--- src/rtl/core/gdfp_pkg.sv ---
// shared types and constants for the grid distance field peak block
// no dependencies; imported by every module of the block
`default_nettype none

package gdfp_pkg;

  localparam int GRID_DIM_DEF   = 32;
  localparam int HEIGHT_CAP_DEF = 255;

  // cell kinds
  localparam logic [1:0] KIND_UNKNOWN    = 2'd0;
  localparam logic [1:0] KIND_DISCOVERED = 2'd1;
  localparam logic [1:0] KIND_OBSTACLE   = 2'd2;

  // request types
  localparam logic REQ_MARK = 1'b0;
  localparam logic REQ_READ = 1'b1;

  // register index bit (byte address bit 2)
  localparam logic REG_MARK_AS_OBSTACLE = 1'b0;

  // sub-steps of one cell visit
  localparam logic [2:0] SUB_SELF = 3'd0;
  localparam logic [2:0] SUB_N1   = 3'd1;
  localparam logic [2:0] SUB_N2   = 3'd2;
  localparam logic [2:0] SUB_N3   = 3'd3;
  localparam logic [2:0] SUB_N4   = 3'd4;
  localparam logic [2:0] SUB_WB   = 3'd5;

  typedef struct packed {
    logic       load;
    logic       clear;
    logic       mark;
    logic       sweep;
    logic       backward;
    logic       use_req;
    logic       peak_clr;
    logic       res_load;
    logic [2:0] sub;
  } cmd_t;

  typedef struct packed {
    logic req_mark;
    logic in_grid;
    logic out_full;
  } status_t;

endpackage

`default_nettype wire

--- src/rtl/core/gdfp_ctrl.sv ---
// controller: clearing pass, mark, forward and backward sweeps, result capture
// depends on gdfp_pkg
`default_nettype none

module gdfp_ctrl
  import gdfp_pkg::*;
#(
  parameter int GRID_DIM = GRID_DIM_DEF,
  localparam int CW      = $clog2(GRID_DIM)
) (
  input  wire logic          clk,
  input  wire logic          rst,
  input  wire logic          in_valid,
  output logic               in_ready,
  input  wire status_t       status,
  output cmd_t               cmd,
  output logic [CW-1:0]      cx,
  output logic [CW-1:0]      cy
);

  localparam logic [CW-1:0] LAST = CW'(GRID_DIM - 1);

  typedef enum logic [2:0] {
    S_CLEAR, S_IDLE, S_DECIDE, S_MARK, S_FWD, S_BWD, S_READ, S_DONE
  } state_t;

  state_t     state;
  logic [2:0] sub;

  assign in_ready = (state == S_IDLE);

  always_comb begin
    cmd          = '0;
    cmd.sub      = SUB_SELF;
    cmd.load     = in_valid && in_ready;
    unique case (state)
      S_CLEAR: cmd.clear = 1'b1;
      S_MARK: begin
        cmd.mark     = 1'b1;
        cmd.use_req  = 1'b1;
        cmd.peak_clr = 1'b1;
      end
      S_FWD: begin
        cmd.sweep = 1'b1;
        cmd.sub   = sub;
      end
      S_BWD: begin
        cmd.sweep    = 1'b1;
        cmd.backward = 1'b1;
        cmd.sub      = sub;
      end
      S_READ: cmd.use_req = 1'b1;
      S_DONE: begin
        cmd.use_req  = 1'b1;
        cmd.res_load = !status.out_full;
      end
      default: begin
      end
    endcase
  end

  always_ff @(posedge clk) begin
    if (rst) begin
      state <= S_CLEAR;
      cx    <= '0;
      cy    <= '0;
      sub   <= SUB_SELF;
    end else begin
      unique case (state)
        S_CLEAR: begin
          if (cy == LAST) begin
            cy <= '0;
            if (cx == LAST) begin
              cx    <= '0;
              state <= S_IDLE;
            end else begin
              cx <= cx + 1'b1;
            end
          end else begin
            cy <= cy + 1'b1;
          end
        end
        S_IDLE: begin
          if (in_valid) begin
            state <= S_DECIDE;
          end
        end
        S_DECIDE: begin
          state <= (status.req_mark && status.in_grid) ? S_MARK : S_READ;
        end
        S_MARK: begin
          cx    <= '0;
          cy    <= '0;
          sub   <= SUB_SELF;
          state <= S_FWD;
        end
        S_FWD: begin
          if (sub == SUB_WB) begin
            sub <= SUB_SELF;
            if (cx == LAST) begin
              cx <= '0;
              if (cy == LAST) begin
                cx    <= LAST;
                state <= S_BWD;
              end else begin
                cy <= cy + 1'b1;
              end
            end else begin
              cx <= cx + 1'b1;
            end
          end else begin
            sub <= sub + 1'b1;
          end
        end
        S_BWD: begin
          if (sub == SUB_WB) begin
            sub <= SUB_SELF;
            if (cx == '0) begin
              cx <= LAST;
              if (cy == '0) begin
                cx    <= '0;
                state <= S_READ;
              end else begin
                cy <= cy - 1'b1;
              end
            end else begin
              cx <= cx - 1'b1;
            end
          end else begin
            sub <= sub + 1'b1;
          end
        end
        S_READ: state <= S_DONE;
        S_DONE: begin
          if (!status.out_full) begin
            state <= S_IDLE;
          end
        end
        default: state <= S_IDLE;
      endcase
    end
  end

endmodule

`default_nettype wire
--- config.mk ---
export PLATFORM = sky130hd
export DESIGN_NAME = gdfp_ctrl
export DESIGN_NICKNAME = d
export VERILOG_FILES = /design/src/rtl/core/gdfp_pkg.sv /design/src/rtl/core/gdfp_ctrl.sv
export SDC_FILE = /design/constraint.sdc
export NUM_CORES = 1
export LEC_CHECK = 0
export ABC_CLOCK_PERIOD_IN_PS = 2200
export CAP_MARGIN = 0
export CELL_PAD_IN_SITES_DETAIL_PLACEMENT = 0
export CELL_PAD_IN_SITES_GLOBAL_PLACEMENT = 1
export CORE_ASPECT_RATIO = 0.75
export CORE_MARGIN = 2
export CORE_UTILIZATION = 35
export CTS_CLUSTER_DIAMETER = 60
export DETAILED_ROUTE_END_ITERATION = 10
export DONT_BUFFER_PORTS = 1
export PLACE_DENSITY_LB_ADDON = 0.1
export SLEW_MARGIN = 5
export SYNTH_ARGS = -nofsm -noshare
export SYNTH_HDL_FRONTEND = slang
export SYNTH_SLANG_ARGS = --single-unit
--- constraint.sdc ---
create_clock -name clk -period 2.2 [get_ports clk]
set_input_delay 0.66 -clock clk [delete_from_list [all_inputs] [get_ports clk]]
set_output_delay 0.66 -clock clk [all_outputs]
set_load 0.02 [all_outputs]
# After elaboration in Yosys (flattened, before gate mapping)
# Index checks and enable logic that the tools add are counted.
# totals
regBits	16
input_bits	6
output_inout_bits	22
elab_cells	82
# op_classes
addsub	5
n_eq_ne	22
muxes	38
n_reduce_logical	13
# ops
cell	n
$mux W5	15
$pmux W5 S4	2
$mux W3	13
$ne A2 B2 Y1 const B	12
$pmux W3 S8	1
$eq A3 B3 Y1 const B	5
$add A5 B1 Y5 const B	2
$eq A5 B5 Y1 const B	2
$logic_not A5 Y1	2
$reduce_and A10 Y1	1
$sub A5 B1 Y5 const B	2
$reduce_and A7 Y1	1
$eq A3 B2 Y1 const B	2
$mux W1	6
$pmux W3 S2	1
$reduce_and A4 Y1	1
$reduce_bool A4 Y1	1
$add A3 B1 Y3 const B	1
$eq A3 B1 Y1 const B	1
$logic_not A3 Y1	1
$reduce_or A3 Y1	1
$logic_and A1 B1 Y1	2
$reduce_bool A2 Y1	1
$reduce_or A2 Y1	1
$logic_not A1 Y1	1

# Logic depth before layout (Yosys ltp)
# logic_depth
word_depth	5
depth_mapped	9
ltp_nobuf	8

# Least setup slack after synthesis
# OpenSTA, ideal clock, no wires.
# synth_path
path_type	reg2out
startpoint	register state[0]
endpoint	output port cmd[10] (netlist bit)
arrival_ns	1.681
required_time_ns	1.540
setup_slack_ns	-0.141
stages_incl_launch_ff	5
path_buffers	1
cell_sequence	dfxtp_1 -> clkbuf_1 -> inv_1 -> nor3_1 -> and2_1
# synth_lines
item	line	source
from (decl)	gdfp_ctrl.sv:27	state_t state;
from (signal assigned)	gdfp_ctrl.sv:89	state <= (status.req_mark && status.in_grid) ? S_MARK : S_READ;
to (decl)	gdfp_ctrl.sv:16	output cmd_t cmd,

# Worst setup path in the final report
# layout_path
startpoint	register state[0]
endpoint	output port cmd[3] (netlist bit)
# layout_via
elab_chain_len	2
# layout_rtl
item	line	source
$eq A3 B3 Y1	gdfp_ctrl.sv:36	unique case (state)
$mux W1	gdfp_ctrl.sv:36	
# No other way between the ends.

==> metrics.cfg <==
[job]
cap_viol_max_count=0

[clock_network]
clk_pin_slew_ns=0.07
cts_tree=built
cts_htree_levels=1
tritoncts_sinks=16
tritoncts.num_buffers=3
clock_tree.root_cell=sky130_fd_sc_hd__clkbuf_8
clock_latency_on_the_worst_skew_pair_ns=0.25
cts_max_path_buffers=2

[timing]
timing.slew.headroom_pct=67.1
setup_tns_ns=0
finalCriticalPeriod_ns=2.13
fin_skew_ns=0.00296
hold_viol_final=0
layout_setup_ws_ns=0.0685
fin_crit_sh_pct=96.9
fmaxAchievable_mhz=469
report.final.slew_viol_count=0
grt_setup_unrepaired=true
setup-violations-final=0
worstMarginPinSlew_ns=0.489

[place]
place.detailed.instances=245
place.gp.congestion=0.833
place_hpwl_um=2760
post_dp_cell_area_sq_um=1540
port_buffers=0
pre_cts_ws_ns=-0.0212

[cells_and_area]
final-instance-count-excl-fill=251
fraction_of_layout_cells_with_a_size_suffix_above_1_pct=24.1
diodes=0
finish.net_count=213
final_design_area_no_fill_sq_um=1630
layout_commonest_cell=sky130_fd_sc_hd__buf_4
layout.filler_cells=382
flow.area_growth_from_synthesis_pct=26.1
top_library_cells_by_usage_in_the_layout_fill_and_taps_aside=sky130_fd_sc_hd__buf_4, sky130_fd_sc_hd__nand2_1, sky130_fd_sc_hd__a21oi_1, sky130_fd_sc_hd__dfxtp_1

[synthesis]
synth_edf_count=0
post_synth_inst_count=171
synth_area_leader_cell=sky130_fd_sc_hd__dfxtp_1
ys_seq_elements=16
netlist_top_cells_area=sky130_fd_sc_hd__dfxtp_1, sky130_fd_sc_hd__ha_1, sky130_fd_sc_hd__a21oi_1
seq_area_frac_synth_pct=24.8
synth-async-reset-ratio_pct=0
synth_top_flop_cell=sky130_fd_sc_hd__dfxtp_1
yosys_warnings=0
synth.distinct_cells=51
fraction_of_post_synthesis_cell_area_in_the_top_cell_type_by_area_pct=24.8
synth.cell_area_sq_um=1290
syn-mean-instance-area_sq_um=7.56
post_syn_nets=184

[status]
run_status=finished, final reports clean

[power_and_ir_drop]
cell_internal_power_uw=482
pwr-share-clk_pct=42.6
total_power_uw=625
static-leakage-power_uw=0.000721
total_switching_power_uw=143
p_sw_share_pct=22.8
cellPowerDensity_nw_per_um2=383
peak_supply_drop_v=0.000219
p_comb_share_pct=9.4
seq_power_share_pct=48.1

[route]
top_signal_layer_used=met4
iteration_count_of_the_initial_detailed_routing_pass=4
drt_iter0_markers=69
drt_via_density=5.35
met2_length_um=1470
route.vias.total=1343
drcViolationCount=0
wire_length_on_met1_um=1900
wirelength_routed_um=3580
met3WireLength_um=182
antenna_left=0
route.detailed.wl_per_inst_um=14.2

[floorplanning]
die_height_um=56.6
core_ar_sq_um=3590
die-area_sq_um=4200
floorplan.die.width_um=74.2
placementRows=19
effective_utilization_at_floorplan_pct=36.0
ioPinCount=28

[grt]
grt_pass1_wl_um=6050
grt_overflow_total=0
antenna_found_initial=0
track_usage_pct=18.6
maximum_number_of_pins_on_one_net_before_global_route_repair=17
first_global_vias=1229

[critical_path]
worstSetupStartpointType=flop
worstSetupEndpointType=output port
data_required_time_of_the_worst_path_ns=1.54
worst-endpoint-arrival_ns=1.47
worst-path-max-fanout=6
timing_worst_setup_path_type=flop to output port

[min_path]
holdCritPathClass=primary input to flop

==> logic make-up (layout without fill, tap and decap cells) <==
| group | Yosys count | in the layout | share of synthesized area (%) |
|---|---|---|---|
| flops | 16 | 16 | 24.8 |
| buf+inv | 22 | 50 | 7.84 |
| simple gates | 72 | 72 | 30.4 |
| mux | 1 | 1 | 0.871 |
| compound gates | 48 | 48 | 25.9 |
| xor+xnor | 5 | 5 | 3.39 |
| fa+ha+maj | 7 | 7 | 6.78 |
==> state kept, by name (all words and copies together), names as in the netlist <==
signal	cells
cx	5
state	3
sub	3
cy	5
==> layout make-up <==
| cell class | count | area (sq um) | area share [%] |
|---|---|---|---|
| Multi-Input combinational cell | 133 | 892 | 54.7 |
| Inverter | 13 | 48.8 | 2.99 |
| Sequential cell | 16 | 322 | 19.7 |
| Timing Repair Buffer | 33 | 248 | 15.2 |
| Tap cell | 52 | 65.1 | 3.99 |
| Clock buffer | 4 | 55.1 | 3.38 |
==> Yosys cell counts, types with 4 or more instances <==
master,number
sky130_fd_sc_hd__nor2_1,13
sky130_fd_sc_hd__nand2b_1,4
sky130_fd_sc_hd__nand2_1,20
sky130_fd_sc_hd__ha_1,7
sky130_fd_sc_hd__dfxtp_1,16
sky130_fd_sc_hd__nand3b_1,4
sky130_fd_sc_hd__o21ai_0,7
sky130_fd_sc_hd__nor3_1,9
sky130_fd_sc_hd__a21oi_1,16
sky130_fd_sc_hd__clkbuf_1,4
sky130_fd_sc_hd__inv_1,13
==> power by group through the flow <==
| stage | sequential [uW] | clock (uW) | combinational [uW] |
|---|---|---|---|
| floorplan | 313 | 0 | 37.4 |
| global placement | 306 | 0 | 58.5 |
| detailed placement | 307 | 0 | 57.9 |
| CTS | 300 | 275 | 58.3 |
| global route | 301 | 292 | 64.4 |
| finish | 300 | 266 | 58.4 |
==> stage by stage <==
step           util, %  hold slack (ns)
2_1_floorplan        -            0.509
3_3_place_gp      42.8            0.470
3_5_place_dp      42.8            0.474
4_1_cts           44.4            0.459
5_1_grt           45.4            0.454
6_report          45.4            0.467
==> critical path, stage by stage, from the launching register on <==
cell	delay, ns
sky130_fd_sc_hd__dfxtp_1	0.40
sky130_fd_sc_hd__buf_4	0.17
sky130_fd_sc_hd__inv_1	0.10
sky130_fd_sc_hd__nor4b_1	0.34
sky130_fd_sc_hd__buf_4	0.21
==> worst paths after layout <==
kind / from / end / slack [ns] / cells after the start
setup / recovery: state[0] / cmd[3] / 0.07 / 4
hold / removal: rst / cx[2] / 0.47 / 1
setup reg to reg: cy[0] / cy[3] / 0.09 / 7
hold reg to reg: cx[1] / cx[1] / 0.48 / 2
==> layer usage <==
layer,vias up,track usage [%]
met5,-,0
met4,0,3.12
met3,2,4.85
met2,28,25.8
met1,633,28.7
li1,680,-
==> what timing repair did <==
item                       CTS  global route
buffers inserted             0             2
gates resized for setup      1             6
hold buffers                 0             0
setup endpoints to repair    1             6
hold endpoints to repair     0             0
No activity file was read; power rests on OpenSTA's default activity.
